==> src/rtl/core/tcf_pkg.sv <==
// ----------------------------------------------------------------------------
// tcf_pkg
// Shared types, widths and tables for the tick count to calendar converter.
// ----------------------------------------------------------------------------
package tcf_pkg;

	localparam int DVD_W  = 63;  // dividend width of the serial divider
	localparam int DSR_W  = 24;  // divisor and remainder width
	localparam int CNT_W  = 6;   // step counter width
	localparam int YEAR_W = 15;

	// year before the epoch year, the base of the year estimate
	localparam logic [YEAR_W-1:0] EPOCH_Y1 = 15'd1600;

	typedef struct packed {
		logic             go;
		logic [CNT_W-1:0] nbits;
		logic [DSR_W-1:0] divisor;
	} div_cmd_t;

	typedef struct packed {
		logic busy;
		logic done;
	} div_stat_t;

	typedef struct packed {
		logic [YEAR_W-1:0] y1;
		logic [8:0]        rem366;
		logic [8:0]        q100;
		logic [6:0]        r100;
		logic [6:0]        q400;
		logic [8:0]        r400;
	} cal_in_t;

	function automatic logic [4:0] month_len(input logic leap, input logic [3:0] m);
		logic [4:0] len;
		unique case (m)
			4'd0:    len = 5'd31;
			4'd1:    len = leap ? 5'd29 : 5'd28;
			4'd2:    len = 5'd31;
			4'd3:    len = 5'd30;
			4'd4:    len = 5'd31;
			4'd5:    len = 5'd30;
			4'd6:    len = 5'd31;
			4'd7:    len = 5'd31;
			4'd8:    len = 5'd30;
			4'd9:    len = 5'd31;
			4'd10:   len = 5'd30;
			4'd11:   len = 5'd31;
			default: len = 5'd31;
		endcase
		return len;
	endfunction

endpackage

==> src/rtl/core/tcf_serdiv.sv <==
// ----------------------------------------------------------------------------
// tcf_serdiv
// Restoring divider, one quotient bit per cycle. The dividend arrives
// left-aligned; after nbits steps the quotient sits in the low bits.
// ----------------------------------------------------------------------------
module tcf_serdiv (
	input  logic                       clk,
	input  logic                       arst_n,
	input  tcf_pkg::div_cmd_t          cmd,
	input  logic [tcf_pkg::DVD_W-1:0]  dividend,
	output logic [tcf_pkg::DVD_W-1:0]  quotient,
	output logic [tcf_pkg::DSR_W-1:0]  remainder,
	output tcf_pkg::div_stat_t         stat
);
	import tcf_pkg::*;

	logic [DVD_W-1:0] d_q;
	logic [DSR_W-1:0] rem_q;
	logic [DSR_W-1:0] dsr_q;
	logic [CNT_W-1:0] cnt_q;
	logic             run_q;
	logic             done_q;
	logic [DSR_W:0]   trial;
	logic [DSR_W:0]   diff;
	logic             ge;

	always_comb begin
		trial = {rem_q, d_q[DVD_W-1]};
		diff  = trial - {1'b0, dsr_q};
		ge    = (trial >= {1'b0, dsr_q});
	end

	always_ff @(posedge clk or negedge arst_n) begin
		if (!arst_n) begin
			run_q  <= 1'b0;
			cnt_q  <= '0;
			done_q <= 1'b0;
		end else begin
			done_q <= 1'b0;
			if (cmd.go) begin
				run_q <= 1'b1;
				cnt_q <= cmd.nbits;
			end else if (run_q) begin
				cnt_q <= cnt_q - CNT_W'(1);
				if (cnt_q == CNT_W'(1)) begin
					run_q  <= 1'b0;
					done_q <= 1'b1;
				end
			end
		end
	end

	always_ff @(posedge clk) begin
		if (cmd.go) begin
			d_q   <= dividend;
			rem_q <= '0;
			dsr_q <= cmd.divisor;
		end else if (run_q) begin
			d_q   <= {d_q[DVD_W-2:0], ge};
			rem_q <= ge ? diff[DSR_W-1:0] : trial[DSR_W-1:0];
		end
	end

	assign quotient   = d_q;
	assign remainder  = rem_q;
	assign stat.busy  = run_q;
	assign stat.done  = done_q;

`ifndef SYNTHESIS
	a_no_go_while_running: assert property (@(posedge clk) disable iff (!arst_n)
		cmd.go |-> !run_q) else $error("divider restarted mid-run");
	a_done_after_run: assert property (@(posedge clk) disable iff (!arst_n)
		done_q |-> !run_q && $past(run_q)) else $error("done without a run");
	a_rem_below_divisor: assert property (@(posedge clk) disable iff (!arst_n)
		done_q |-> rem_q < dsr_q) else $error("remainder not reduced");
`endif

endmodule

==> src/rtl/core/tcf_calendar.sv <==
// ----------------------------------------------------------------------------
// tcf_calendar
// Corrects the year estimate, steps whole years off the day count, then
// walks the month lengths to give year, month and day of month.
// ----------------------------------------------------------------------------
module tcf_calendar (
	input  logic                        clk,
	input  logic                        arst_n,
	input  logic                        go,
	input  tcf_pkg::cal_in_t            opnd,
	output logic [tcf_pkg::YEAR_W-1:0]  year,
	output logic [3:0]                  month,
	output logic [4:0]                  day_of_month,
	output logic                        done
);
	import tcf_pkg::*;

	// common years up to the year before the epoch year
	localparam logic [15:0] COMMON_BASE = 16'd1212;

	typedef enum logic [1:0] {
		C_IDLE,
		C_ADJ,
		C_YEAR,
		C_MONTH
	} cstate_t;

	cstate_t           state_q;
	logic [15:0]       days_q;
	logic [YEAR_W-1:0] year_q;
	logic [1:0]        m4_q;
	logic [6:0]        m100_q;
	logic [8:0]        m400_q;
	logic [3:0]        mon_q;
	logic              done_q;
	logic              leap;
	logic [8:0]        ylen;
	logic [4:0]        mlen;

	always_comb begin
		leap = (m4_q == 2'd0) && ((m100_q != 7'd0) || (m400_q == 9'd0));
		ylen = leap ? 9'd366 : 9'd365;
		mlen = month_len(leap, mon_q);
	end

	always_ff @(posedge clk or negedge arst_n) begin
		if (!arst_n) begin
			state_q <= C_IDLE;
			days_q  <= '0;
			year_q  <= '0;
			m4_q    <= '0;
			m100_q  <= '0;
			m400_q  <= '0;
			mon_q   <= '0;
			done_q  <= 1'b0;
		end else begin
			done_q <= 1'b0;
			unique case (state_q)
				C_IDLE: begin
					if (go) begin
						// remainder of days/366 plus common years, first half
						days_q  <= 16'(opnd.y1) - 16'(opnd.y1 >> 2) - COMMON_BASE
						           + 16'(opnd.rem366);
						year_q  <= opnd.y1 + YEAR_W'(1);
						m4_q    <= opnd.y1[1:0] + 2'd1;
						m100_q  <= (opnd.r100 == 7'd99) ? 7'd0 : opnd.r100 + 7'd1;
						m400_q  <= (opnd.r400 == 9'd399) ? 9'd0 : opnd.r400 + 9'd1;
						state_q <= C_ADJ;
					end
				end
				C_ADJ: begin
					days_q  <= days_q + 16'(opnd.q100) - 16'(opnd.q400);
					state_q <= C_YEAR;
				end
				C_YEAR: begin
					if (days_q >= 16'(ylen)) begin
						days_q <= days_q - 16'(ylen);
						year_q <= year_q + YEAR_W'(1);
						m4_q   <= m4_q + 2'd1;
						m100_q <= (m100_q == 7'd99) ? 7'd0 : m100_q + 7'd1;
						m400_q <= (m400_q == 9'd399) ? 9'd0 : m400_q + 9'd1;
					end else begin
						mon_q   <= 4'd0;
						state_q <= C_MONTH;
					end
				end
				C_MONTH: begin
					if ((mon_q < 4'd11) && (days_q >= 16'(mlen))) begin
						days_q <= days_q - 16'(mlen);
						mon_q  <= mon_q + 4'd1;
					end else begin
						done_q  <= 1'b1;
						state_q <= C_IDLE;
					end
				end
				default: state_q <= C_IDLE;
			endcase
		end
	end

	assign year         = year_q;
	assign month        = mon_q + 4'd1;
	assign day_of_month = days_q[4:0] + 5'd1;
	assign done         = done_q;

endmodule

==> src/rtl/core/tick_count_to_calendar_fields.sv <==
// ----------------------------------------------------------------------------
// tick_count_to_calendar_fields
// Converts a count of 100 ns ticks since 1601-01-01 00:00 into Gregorian
// date and time fields.
// ----------------------------------------------------------------------------
// A conversion is started by raising start while busy is low; tick_count is
// taken at that edge. The result appears one cycle later than the last step
// of the work, on the output ports for a single cycle with done high, and
// must be captured then. The work falls first to the shared
// one-bit-per-cycle divider, which runs nine divisions in turn (by ticks per
// second, seconds per day, ticks per millisecond, seconds per hour and per
// minute, days per week, 366 and the century divisors of the year), then to
// handing over to and back from the calendar stage, which steps the year
// estimate forward one year per cycle and walks the months one per cycle
// (up to 11 steps). busy is low again in the cycle that done is high, so
// the next start may follow.
module tick_count_to_calendar_fields (
	input  logic        clk,
	input  logic        arst_n,
	input  logic        start,
	input  logic [62:0] tick_count,
	output logic        busy,
	output logic        done,
	output logic [9:0]  millisecond,
	output logic [5:0]  second,
	output logic [5:0]  minute,
	output logic [4:0]  hour,
	output logic [2:0]  weekday,
	output logic [4:0]  day_of_month,
	output logic [3:0]  month,
	output logic [14:0] year
);
	import tcf_pkg::*;

	typedef enum logic [2:0] {
		ST_IDLE,
		ST_DIV_GO,
		ST_DIV_WAIT,
		ST_CAL_GO,
		ST_CAL_WAIT
	} state_t;

	typedef enum logic [3:0] {
		OP_SEC,
		OP_DAY,
		OP_MS,
		OP_HOUR,
		OP_MIN,
		OP_WDAY,
		OP_YEST,
		OP_Q100,
		OP_Q400
	} op_t;

	state_t            state_q;
	op_t               op_q;
	logic [DVD_W-1:0]  tick_q;
	logic [39:0]       secs_q;
	logic [23:0]       tr_q;
	logic [23:0]       days_q;
	logic [16:0]       sid_q;
	logic [11:0]       rmin_q;
	cal_in_t           cal_q;
	logic              done_q;
	logic [9:0]        ms_q;
	logic [5:0]        sec_q;
	logic [5:0]        min_q;
	logic [4:0]        hour_q;
	logic [2:0]        wday_q;
	logic [4:0]        dom_q;
	logic [3:0]        mon_q;
	logic [YEAR_W-1:0] year_q;

	div_cmd_t          div_cmd;
	div_stat_t         div_stat;
	logic [DVD_W-1:0]  dividend;
	logic [DVD_W-1:0]  quot;
	logic [DSR_W-1:0]  rem;
	logic              cal_go;
	logic              cal_done;
	logic [YEAR_W-1:0] cal_year;
	logic [3:0]        cal_month;
	logic [4:0]        cal_dom;

	// operands of each division, dividend left-aligned
	always_comb begin
		div_cmd.go = (state_q == ST_DIV_GO);
		unique case (op_q)
			OP_SEC: begin
				dividend        = tick_q;
				div_cmd.nbits   = 6'd63;
				div_cmd.divisor = 24'd10000000;
			end
			OP_DAY: begin
				dividend        = {secs_q, 23'b0};
				div_cmd.nbits   = 6'd40;
				div_cmd.divisor = 24'd86400;
			end
			OP_MS: begin
				dividend        = {tr_q, 39'b0};
				div_cmd.nbits   = 6'd24;
				div_cmd.divisor = 24'd10000;
			end
			OP_HOUR: begin
				dividend        = {sid_q, 46'b0};
				div_cmd.nbits   = 6'd17;
				div_cmd.divisor = 24'd3600;
			end
			OP_MIN: begin
				dividend        = {rmin_q, 51'b0};
				div_cmd.nbits   = 6'd12;
				div_cmd.divisor = 24'd60;
			end
			OP_WDAY: begin
				// the epoch day was a monday
				dividend        = {days_q + 24'd1, 39'b0};
				div_cmd.nbits   = 6'd24;
				div_cmd.divisor = 24'd7;
			end
			OP_YEST: begin
				dividend        = {days_q, 39'b0};
				div_cmd.nbits   = 6'd24;
				div_cmd.divisor = 24'd366;
			end
			OP_Q100: begin
				dividend        = {cal_q.y1, 48'b0};
				div_cmd.nbits   = 6'd15;
				div_cmd.divisor = 24'd100;
			end
			OP_Q400: begin
				dividend        = {cal_q.y1, 48'b0};
				div_cmd.nbits   = 6'd15;
				div_cmd.divisor = 24'd400;
			end
			default: begin
				dividend        = tick_q;
				div_cmd.nbits   = 6'd63;
				div_cmd.divisor = 24'd10000000;
			end
		endcase
	end

	assign cal_go = (state_q == ST_CAL_GO);

	tcf_serdiv u_div (
		.clk       (clk),
		.arst_n    (arst_n),
		.cmd       (div_cmd),
		.dividend  (dividend),
		.quotient  (quot),
		.remainder (rem),
		.stat      (div_stat)
	);

	tcf_calendar u_cal (
		.clk          (clk),
		.arst_n       (arst_n),
		.go           (cal_go),
		.opnd         (cal_q),
		.year         (cal_year),
		.month        (cal_month),
		.day_of_month (cal_dom),
		.done         (cal_done)
	);

	always_ff @(posedge clk or negedge arst_n) begin
		if (!arst_n) begin
			state_q <= ST_IDLE;
			op_q    <= OP_SEC;
			tick_q  <= '0;
			secs_q  <= '0;
			tr_q    <= '0;
			days_q  <= '0;
			sid_q   <= '0;
			rmin_q  <= '0;
			cal_q   <= '0;
			done_q  <= 1'b0;
			ms_q    <= '0;
			sec_q   <= '0;
			min_q   <= '0;
			hour_q  <= '0;
			wday_q  <= '0;
			dom_q   <= '0;
			mon_q   <= '0;
			year_q  <= '0;
		end else begin
			done_q <= 1'b0;
			unique case (state_q)
				ST_IDLE: begin
					if (start) begin
						tick_q  <= tick_count;
						op_q    <= OP_SEC;
						state_q <= ST_DIV_GO;
					end
				end
				ST_DIV_GO: state_q <= ST_DIV_WAIT;
				ST_DIV_WAIT: begin
					if (div_stat.done) begin
						state_q <= ST_DIV_GO;
						unique case (op_q)
							OP_SEC: begin
								secs_q <= quot[39:0];
								tr_q   <= rem;
								op_q   <= OP_DAY;
							end
							OP_DAY: begin
								days_q <= quot[23:0];
								sid_q  <= rem[16:0];
								op_q   <= OP_MS;
							end
							OP_MS: begin
								ms_q <= quot[9:0];
								op_q <= OP_HOUR;
							end
							OP_HOUR: begin
								hour_q <= quot[4:0];
								rmin_q <= rem[11:0];
								op_q   <= OP_MIN;
							end
							OP_MIN: begin
								min_q <= quot[5:0];
								sec_q <= rem[5:0];
								op_q  <= OP_WDAY;
							end
							OP_WDAY: begin
								wday_q <= rem[2:0];
								op_q   <= OP_YEST;
							end
							OP_YEST: begin
								cal_q.y1     <= EPOCH_Y1 + quot[YEAR_W-1:0];
								cal_q.rem366 <= rem[8:0];
								op_q         <= OP_Q100;
							end
							OP_Q100: begin
								cal_q.q100 <= quot[8:0];
								cal_q.r100 <= rem[6:0];
								op_q       <= OP_Q400;
							end
							OP_Q400: begin
								cal_q.q400 <= quot[6:0];
								cal_q.r400 <= rem[8:0];
								state_q    <= ST_CAL_GO;
							end
							default: state_q <= ST_IDLE;
						endcase
					end
				end
				ST_CAL_GO: state_q <= ST_CAL_WAIT;
				ST_CAL_WAIT: begin
					if (cal_done) begin
						year_q  <= cal_year;
						mon_q   <= cal_month;
						dom_q   <= cal_dom;
						done_q  <= 1'b1;
						state_q <= ST_IDLE;
					end
				end
				default: state_q <= ST_IDLE;
			endcase
		end
	end

	assign busy         = (state_q != ST_IDLE);
	assign done         = done_q;
	assign millisecond  = ms_q;
	assign second       = sec_q;
	assign minute       = min_q;
	assign hour         = hour_q;
	assign weekday      = wday_q;
	assign day_of_month = dom_q;
	assign month        = mon_q;
	assign year         = year_q;

`ifndef SYNTHESIS
	a_done_idle: assert property (@(posedge clk) disable iff (!arst_n)
		done |-> !busy) else $error("result shown while still busy");
	a_start_takes: assert property (@(posedge clk) disable iff (!arst_n)
		(start && !busy) |=> busy) else $error("transaction not taken");
	a_div_only_when_busy: assert property (@(posedge clk) disable iff (!arst_n)
		div_stat.busy |-> state_q == ST_DIV_WAIT) else $error("divider running out of turn");
	a_fields_in_range: assert property (@(posedge clk) disable iff (!arst_n)
		done |-> (month != 4'd0) && (month <= 4'd12) && (second < 6'd60) && (weekday < 3'd7))
		else $error("field out of range");
`endif

endmodule

==> config.mk <==
export PLATFORM = sky130hd
export DESIGN_NAME = tick_count_to_calendar_fields
export DESIGN_NICKNAME = d
export VERILOG_FILES = /design/src/rtl/core/tcf_pkg.sv /design/src/rtl/core/tcf_serdiv.sv /design/src/rtl/core/tcf_calendar.sv /design/src/rtl/core/tick_count_to_calendar_fields.sv
export SDC_FILE = /design/constraint.sdc
export NUM_CORES = 1
export LEC_CHECK = 0
export BUFFER_PORTS_ARGS = -buffer_cell sky130_fd_sc_hd__buf_2
export CAP_MARGIN = 20
export CORE_MARGIN = 2
export CORE_UTILIZATION = 55
export CTS_CLUSTER_SIZE = 30
export DETAILED_ROUTE_END_ITERATION = 8
export PLACE_DENSITY = 0.79
export SETUP_SLACK_MARGIN = 0.2
export SLEW_MARGIN = 20
export SYNTH_ARGS = -nofsm -noshare
export SYNTH_HDL_FRONTEND = slang
export SYNTH_HIERARCHICAL = 1
export SYNTH_SLANG_ARGS = --single-unit
==> constraint.sdc <==
create_clock -name clk -period 3.8 [get_ports clk]
set_input_delay 0.19 -clock clk [delete_from_list [all_inputs] [get_ports clk]]
set_output_delay 0.19 -clock clk [all_outputs]
set_load 0.01 [all_outputs]
# Word level (Yosys, flattened, before mapping)
# Index checks and enable logic that the tools add are counted.
[op_classes]
n_addsub = 21
n_mul = 0
div_mod_pow = 0
magnitude_cmp = 4
eq_ne = 34
n_shift = 0
muxes = 56
bitwise = 0
reduce_logical = 34
[ops]
columns = ["op", "n"]
rows = [
  ["one-hot mux 63 bit (7 select lines)", 1],
  ["one-hot mux 30 bit (8 select lines)", 1],
  ["two-way mux 63 bit", 2],
  ["one-hot mux 16 bit (4 select lines)", 1],
  ["two-way mux 16 bit", 3],
  ["AND reduction 3 bit", 14],
  ["two-way mux 9 bit", 4],
  ["adder 16 x 9 -> 16 bit", 2],
  ["one-hot mux 4 bit (8 select lines)", 1],
  ["adder 15 x 1 -> 15 bit (second input constant)", 2],
  ["two-way mux 15 bit", 2],
  ["one-hot mux 15 bit (2 select lines)", 1],
  ["two-way mux 7 bit", 4],
  [">= comparator 25 x 24 -> 1 bit", 1],
  ["adder 24 x 1 -> 24 bit (second input constant)", 1],
  ["two-way mux 24 bit", 1],
  ["subtractor 24 bit", 1],
  ["== test 4 x 3 -> 1 bit (second input constant)", 5],
  ["adder 9 x 1 -> 9 bit (second input constant)", 2],
  ["== test 9 bit (second input constant)", 2],
  ["one-hot mux 9 bit (2 select lines)", 1],
  [">= comparator 16 x 5 -> 1 bit", 1],
  [">= comparator 16 x 9 -> 1 bit", 1],
  ["two-way mux 4 bit", 4],
  ["49 further kinds", 91],
]
[word_totals]
regBits = 473
latchBits = 0
ramBits = 0
romBits = 0
input_bits = 66
output_inout_bits = 56
word_cells = 186
n_memories = 0

# Longest topological paths before layout
# Gate-level depths: netlist of the first run.
[depth]
ltp_word = 9
ltp_mapped = 18
ltp_nobuf = 17

# Modules after synthesis
# The synthesis of the first run kept the hierarchy.
[by_module_without_submodules]
columns = ["module", "n_inst", "cells_each", "area_each_um2", "seq_area_each_um2"]
rows = [
  ["tick_count_to_calendar_fields", 1, 1046, 13576.8, 7457.2],
  ["tcf_calendar", 1, 948, 7439.6, 1401.3],
  ["tcf_serdiv", 1, 526, 6332.3, 3293.2],
]

# Least setup slack after synthesis of the first run
# Ideal clock, no wire load.
[synth_timing]
path_type = "reg-to-reg"
startpoint = "register, netlist name state_q[1]"
endpoint = "register u_div.d_q[0] (netlist: u_div/quotient[0]) (enable)"
t_arrival_ns = 3.408
required_ns = 3.383
setup_slack_ns = -0.025
path_stages_with_launch = 6
n_path_buf = 1
synth_period_minus_slack_ns = 3.825
cell_sequence = "dfrtp_1 > nand2b_1 > nor2_1 > clkbuf_1 > nor2_1 > inv_1"
[synth_rtl]
columns = ["element", "line", "source"]
rows = [
  ["end signal, assigned", "tcf_serdiv.sv:55", "d_q <= dividend;"],
  ["end signal, assigned", "tcf_serdiv.sv:59", "d_q <= {d_q[DVD_W-2:0], ge};"],
  ["end, declared", "tcf_serdiv.sv:17", "logic [DVD_W-1:0] d_q;"],
]

# Final worst setup path of the first run
[layout_timing]
startpoint = "register cal_q[46] (netlist name)"
endpoint = "register u_cal.days_q[13]"
[layout_via]
elab_chain_cells = 5
[layout_lines]
columns = ["element", "line", "source"]
rows = [
  ["start, declared", "tick_count_to_calendar_fields.sv:63", "cal_in_t cal_q;"],
  ["subtractor 15 x 13 -> 16 bit", "tcf_calendar.sv:62", "days_q <= 16'(opnd.y1) - 16'(opnd.y1 >> 2) - COMMON_BASE"],
  ["subtractor 16 x 11 -> 16 bit", "tcf_calendar.sv:62", ""],
  ["adder 16 x 9 -> 16 bit", "tcf_calendar.sv:63", "+ 16'(opnd.rem366);"],
  ["two-way mux 16 bit", "tcf_calendar.sv:60", "if (go) begin"],
  ["one-hot mux 16 bit (4 select lines)", "tcf_calendar.sv:58", "unique case (state_q)"],
  ["end signal, assigned", "tcf_calendar.sv:62", ""],
  ["end signal, assigned", "tcf_calendar.sv:72", "days_q <= days_q + 16'(opnd.q100) - 16'(opnd.q400);"],
  ["end signal, assigned", "tcf_calendar.sv:77", "days_q <= days_q - 16'(ylen);"],
  ["end, declared", "tcf_calendar.sv:29", "logic [15:0] days_q;"],
]
# No other way between the ends. The select of a mux whose other input is x is not followed.
# A chain may end at the register's enable or synchronous reset.

==> results of run 1 <==
## per-layer routing
metal  global-route usage  part of all wire
met1                0.417              0.43
met2                0.471              0.46
met3               0.0439             0.073
met4                0.120             0.038
met5                    0                 0
## power by group through the flow
| stage | Clock, mW | Sequential (mW) | Combinational, mW |
|---|---|---|---|
| after floorplan | 0 | 7.78 | 7.98 |
| final | 5.27 | 8.49 | 11.2 |
| after detailed placement | 0 | 8.51 | 10.6 |
| after global placement | 0 | 8.43 | 10.3 |
| after CTS | 5.30 | 8.44 | 10.8 |
| after global routing | 5.50 | 8.64 | 12.2 |
## flip-flops by register name (all words and copies together), names as in the netlist, 4 cells and up
| register | count |
|---|---|
| u_div/cnt_q | 6 |
| day_of_month | 5 |
| minute | 6 |
| year | 15 |
| hour | 5 |
| millisecond | 10 |
| u_div/remainder | 24 |
| u_cal/m100_q | 7 |
| rmin_q | 12 |
| sid_q | 17 |
| u_div/dsr_q | 24 |
| secs_q | 40 |
| u_cal/days_q | 16 |
| u_cal/mon_q | 4 |
| u_cal/year | 15 |
| cal_q | 56 |
| u_cal/m400_q | 9 |
| tick_q | 63 |
| u_div/quotient | 63 |
| days_q | 24 |
| month | 4 |
| op_q | 4 |
| second | 6 |
| tr_q | 24 |
## layout make-up
class | instances | share of cell area
clock inverter | 23 | 0.0101
sequential | 473 | 0.386
clock buffer | 71 | 0.0462
multi-input combinational | 1750 | 0.447
antenna | 1 | 0.0000796
timing repair buffer | 270 | 0.0642
tap | 664 | 0.0264
inverter | 166 | 0.0199
## through the flow
stage / instance area, µm² / worst slack, ns / util
finish: 31500 / 0.297 / 0.641
global route: 31400 / 0.158 / 0.641
CTS: 31200 / 0.237 / 0.637
detailed placement: 28800 / 0.138 / 0.587
global placement: 28800 / 0.241 / 0.587
floorplan: 27400 / 0.406 / -
## worst reg2reg max path: cells and delay by family (launching register included)
kind                     cells  cell delay (ns)
AO/OA/AOI/OAI                6             1.21
flip-flops                   1             0.57
buffers and inverters        2             0.16
AND/OR/NAND/NOR              1             0.31
adder cells (fa/ha/maj)      3             1.19
## how the worst max path moves through the flow
stage / endpoint / slack (ns) / cells past startpoint
2_1_floorplan: u_cal/days_q[13] / 0.41 / 13
3_3_place_gp: u_cal/days_q[13] / 0.24 / 13
3_5_place_dp: u_cal/mon_q[2] / 0.14 / 18
4_1_cts: u_cal/days_q[13] / 0.24 / 13
5_1_grt: u_cal/days_q[13] / 0.16 / 12
6_report: u_cal/days_q[13] / 0.30 / 12
## cell usage in the layout (no fill, tap or decap), types with 56 or more instances in the layout
master,instances
dfrtp_1,359
mux2_2,335
nand2_1,176
inv_1,161
buf_2,120
o21ai_0,116
nor2_1,111
ha_1,105
edfxtp_1,87
a21oi_1,84
buf_4,74
dlygate4sd3_1,64
nand3_1,60
xnor2_1,56
## what timing repair did
action	in CTS	in global routing
buffers inserted	0	7
endpoints found under the setup margin	9	42
pin swaps	1	3
hold buffers	64	0
hold endpoints to repair	153	0
cloned	0	1
gates resized for setup	2	33
==> results.py, run 1 <==
metrics = {
    "worst_setup_path": {
        "cpPeakStageDelay_ns": 0.57,
        "cp-end-kind": "flop",
        "crit_chain": "inv_1 -> fa_1 -> inv_1 -> ha_1 -> ha_1 -> o21ai_0 -> o21bai_1 -> a2111oi_4 -> o211a_1 -> or3_1 -> a31o_2 -> o21ai_0",
        "r2r-start": "cal_q[46]",
        "crit_required_ns": 4.32,
        "critPathMaxFanout": 7,
        "start_kind": "flop",
        "critical_path_arrival_ns": 4.02,
        "cp-startpoint": "cal_q[46]",
        "r2r_cells": 12,
        "rr_endpoint": "u_cal/days_q[13]",
        "critPathKind": "flop to flop",
        "cp_top_family": "compound AO/OA/AOI/OAI gates",
        "crit_buf_inv": 2,
        "r2r_setup_slack_ns": 0.30,
        "cpMaxStageDelayCell": "dfrtp_1",
    },
    "final_layout": {
        "fillers": 3766,
        "multi_input_area_um2": 14000,
        "final_layout_size_suffix_gt1_frac": 0.263,
        "areaGrowthSynthToFinish_pct": 15.0,
        "final_nets": 2904,
        "regArea_um2": 12200,
        "fin_cells": 3418,
    },
    "floorplanning": {
        "chipWidth_um": 227,
        "core_area_um2": 49100,
        "rows": 81,
        "die-height_um": 227,
        "dieArea_um2": 51500,
        "num_io_pins": 122,
        "initial_utilization": 0.557,
    },
    "timing": {
        "fin_hold_ws_ns": 0.0800,
        "relSlewSlack": 0.295,
        "period_needed_ns": 3.50,
        "post-route-period-util": 0.922,
        "tightest_slew_ns": 1.06,
        "max_freq_ghz": 0.285,
        "hold_viol_final": 0,
        "fin_tns_setup_ns": 0,
        "slew_violations": 0,
        "rsz0062_at_grt": "yes",
        "setup_viol": 0,
        "clock_skew_ns": 0.0250,
    },
    "power_and_ir_drop": {
        "vdd_drop_max_mv": 0.606,
        "p_sw_mw": 10.0,
        "total_power_mw": 25.0,
        "pwr-share-comb": 0.450,
        "intPower_mw": 15.0,
        "power.share.sequential": 0.340,
        "power_frac_clock": 0.211,
        "power_density_nw_per_um2": 795,
        "power_leakage_nw": 14.1,
        "swShare": 0.400,
    },
    "place": {
        "placed_cells": 3251,
        "place_congestion": 0.942,
        "portBuffers": 121,
        "place_hpwl_um": 52400,
    },
    "outcome": {
        "status": "completed",
    },
    "global_route": {
        "overflow": 0,
        "grt_start_max_net_pins": 125,
        "antenna_found_initial": 3,
        "grt_pass1_vias": 21100,
        "grt_util_all_layers": 0.299,
        "grt_pass1_wl_um": 119000,
    },
    "worst_hold_path": {
        "hold_start": "start",
        "hold_end": "state_q[0]",
        "hold_depth": 4,
        "hold_class": "input pin to flop",
    },
    "route": {
        "drc": 0,
        "wl_per_cell_um": 22.5,
        "via_count": 21400,
        "viasPerCell": 6.26,
        "drtIter0Drc": 2253,
        "drt_wl_total_um": 76800,
        "drtPass1Iterations": 6,
        "ant_nets": 0,
    },
    "cts": {
        "cts_tree": "yes",
        "clock_sinks": 473,
        "cts_root_buffer": "clkbuf_16",
        "clk_pin_slew_ns": 0.07,
        "cts_buffers": 50,
        "cts_buffer_depth": 3,
        "htreeDepth": 2,
        "clk_latency_ns": 0.61,
    },
    "yosys": {
        "synth.avg_cell_area_um2": 10.9,
        "netlist_area_um2": 27300,
        "yosysWarnings": 6,
        "netlist_instances": 2519,
    },
    "run": {
        "cap_viol_max_count": 0,
    },
}
Power figures use the tool's default switching activity.
==> run 2: changes to the inputs <==
Settings changed: PLACE_DENSITY 0.79 to 0.76, TNS_END_PERCENT set to 1.
Clock period 3.8 ns to 3.7 ns, I/O delays scaled along.
==> run 2 against run 1 <==
  * Hold slack improved by 0.013 ns
  * Sequential share of layout area shrank 0.23 points
  * Non-clock buffer count increased by 17
  * Critical path type unchanged
  * Largest cell class unchanged
  * Highest routed layer unchanged
==> results.py, run 2 (synthesized netlist as in run 1, its figures left out) <==
metrics = {
    "worst_setup_path": {
        "r2r_setup_slack_ns": 0.23,
        "rr_endpoint": "u_cal/year[12]",
        "crit_chain": "nor4_2 -> a31oi_1 -> or3_4 -> buf_4 -> ha_2 -> inv_2 -> fa_2 -> a21oi_1 -> o31a_1 -> o2111ai_2 -> nand2_2 -> buf_6 -> nor3_4 -> a21oi_1 -> o221ai_1",
        "cpPeakStageDelay_ns": 0.44,
        "crit_required_ns": 4.19,
        "critPathMaxFanout": 8,
        "critical_path_arrival_ns": 3.95,
        "critPathKind": "flop to flop",
        "cpMaxStageDelayCell": "or3_4",
        "start_kind": "flop",
        "cp-end-kind": "flop",
        "r2r_cells": 15,
        "cp-startpoint": "u_cal/m400_q[2]",
        "r2r-start": "u_cal/m400_q[2]",
        "path_common_cell": "a21oi_1",
    },
    "place": {
        "place_hpwl_um": 54000,
        "portBuffers": 121,
        "place_congestion": 0.939,
    },
    "global_route": {
        "grt_pass1_wl_um": 121000,
        "grt_pass1_vias": 21200,
        "grt_util_all_layers": 0.305,
        "antenna_found_initial": 2,
        "overflow": 0,
        "grt_start_max_net_pins": 112,
    },
    "cts": {
        "cts_buffers": 51,
        "clock_sinks": 473,
        "clk_pin_slew_ns": 0.06,
        "cts_buffer_depth": 3,
        "clk_latency_ns": 0.62,
        "htreeDepth": 2,
        "cts_root_buffer": "clkbuf_16",
        "cts_tree": "yes",
    },
    "floorplanning": {
        "rows": 81,
        "initial_utilization": 0.557,
        "die-height_um": 227,
        "dieArea_um2": 51500,
        "core_area_um2": 49100,
        "chipWidth_um": 227,
        "num_io_pins": 122,
    },
    "final_layout": {
        "final_nets": 2922,
        "final_layout_size_suffix_gt1_frac": 0.271,
        "final_common_cell": "dfrtp_1",
        "layout_common_cells": "dfrtp_1 (359), mux2_2 (335), nand2_1 (175)",
        "insertedDiodeCount": 0,
        "fillers": 3810,
        "areaGrowthSynthToFinish_pct": 15.7,
        "postLayoutCoreUtil": 0.645,
    },
    "power_and_ir_drop": {
        "total_power_mw": 25.9,
        "power_leakage_nw": 14.2,
        "power_density_nw_per_um2": 820,
        "vdd_drop_max_mv": 0.618,
    },
    "route": {
        "drt_wl_total_um": 77800,
        "wl_per_cell_um": 22.6,
        "ant_nets": 0,
        "via_count": 21300,
        "drtIter0Drc": 2055,
        "drtPass1Iterations": 8,
        "viasPerCell": 6.19,
        "drc": 0,
    },
    "timing": {
        "rsz0062_at_grt": "yes",
        "post-route-period-util": 0.937,
        "hold_viol_final": 0,
        "period_needed_ns": 3.47,
        "fin_tns_setup_ns": 0,
        "relSlewSlack": 0.362,
        "tightest_slew_ns": 0.957,
        "setup_viol": 0,
        "slew_violations": 0,
        "fin_hold_ws_ns": 0.0933,
        "clock_skew_ns": 0.0267,
        "max_freq_ghz": 0.289,
    },
    "worst_hold_path": {
        "hold_class": "input pin to flop",
        "hold_end": "state_q[0]",
        "hold_depth": 4,
        "hold_start": "start",
    },
    "outcome": {
        "status": "completed",
    },
    "run": {
        "cap_viol_max_count": 0,
    },
}
[run 2: cell count changes in the layout (fill, tap and decap cells not counted), moves of 2 or more]
cell,delta
buf_4,+19
clkinv_2,+8
clkbuf_1,-4
clkinvlp_4,-3
ha_1,-2
ha_2,+2
nor2_1,+2
nor2_2,-2
[run 2: final cells by class]
type                       instances  area (µm²)  share of cell area
clock buffer                      69        1490              0.0471
clock inverter                    27         347              0.0110
inverter                         166         627              0.0198
timing repair buffer             287        2120              0.0669
multi-input combinational       1750       14100               0.445
tap                              664         831              0.0263
sequential                       473       12200               0.384
[run 2: how the worst max path moves through the flow]
| stage | endpoint | slack [ns] |
|---|---|---|
| after floorplan | u_cal/days_q[13] | 0.31 |
| after global routing | u_cal/year[12] | 0.08 |
| after global placement | u_cal/days_q[15] | 0.10 |
| after detailed placement | u_cal/mon_q[1] | 0.02 |
| after CTS | u_cal/days_q[9] | 0.16 |
| final | u_cal/year[12] | 0.23 |
[run 2: critical path: cells and delay by family (launching register included)]
family | cells | cell delay (ns)
AND/OR/NAND/NOR | 4 | 1.06
buffers and inverters | 3 | 0.39
AO/OA/AOI/OAI | 6 | 1.09
adder cells (fa/ha/maj) | 2 | 0.38
flip-flops | 1 | 0.43
[run 2: power breakdown]
part | leakage (nW) | internal, mW | switching [mW] | total, mW
clock | 0.899 | 3.27 | 2.25 | 5.52
sequential | 5.91 | 7.13 | 1.58 | 8.70
combinational | 7.40 | 5.18 | 6.54 | 11.7
[run 2: metrics by stage]
step	std cells	cell area, µm²	setup WS, ns
6_report	3436	31600	0.234
5_1_grt	3436	31600	0.0805
4_1_cts	3426	31400	0.159
3_5_place_dp	3266	28900	0.0226
3_3_place_gp	3266	28900	0.102
2_1_floorplan	2522	27400	0.306
[run 2: layer usage]
metal / GRT usage / routed length [µm] / up-vias
li1: - / - / 9610
met1: 0.432 / 34200 / 10600
met2: 0.480 / 35600 / 862
met3: 0.0430 / 5180 / 179
met4: 0.112 / 2840 / 0
met5: 0 / 0 / -
[run 2: what timing repair did]
item | in CTS | in global routing
gates resized for setup | 8 | 32
hold buffers | 64 | 0
pin swaps | 1 | 20
cloned | 0 | 0
buffers inserted | 0 | 10
endpoints found under the setup margin | 32 | 34
hold endpoints to repair | 169 | 0
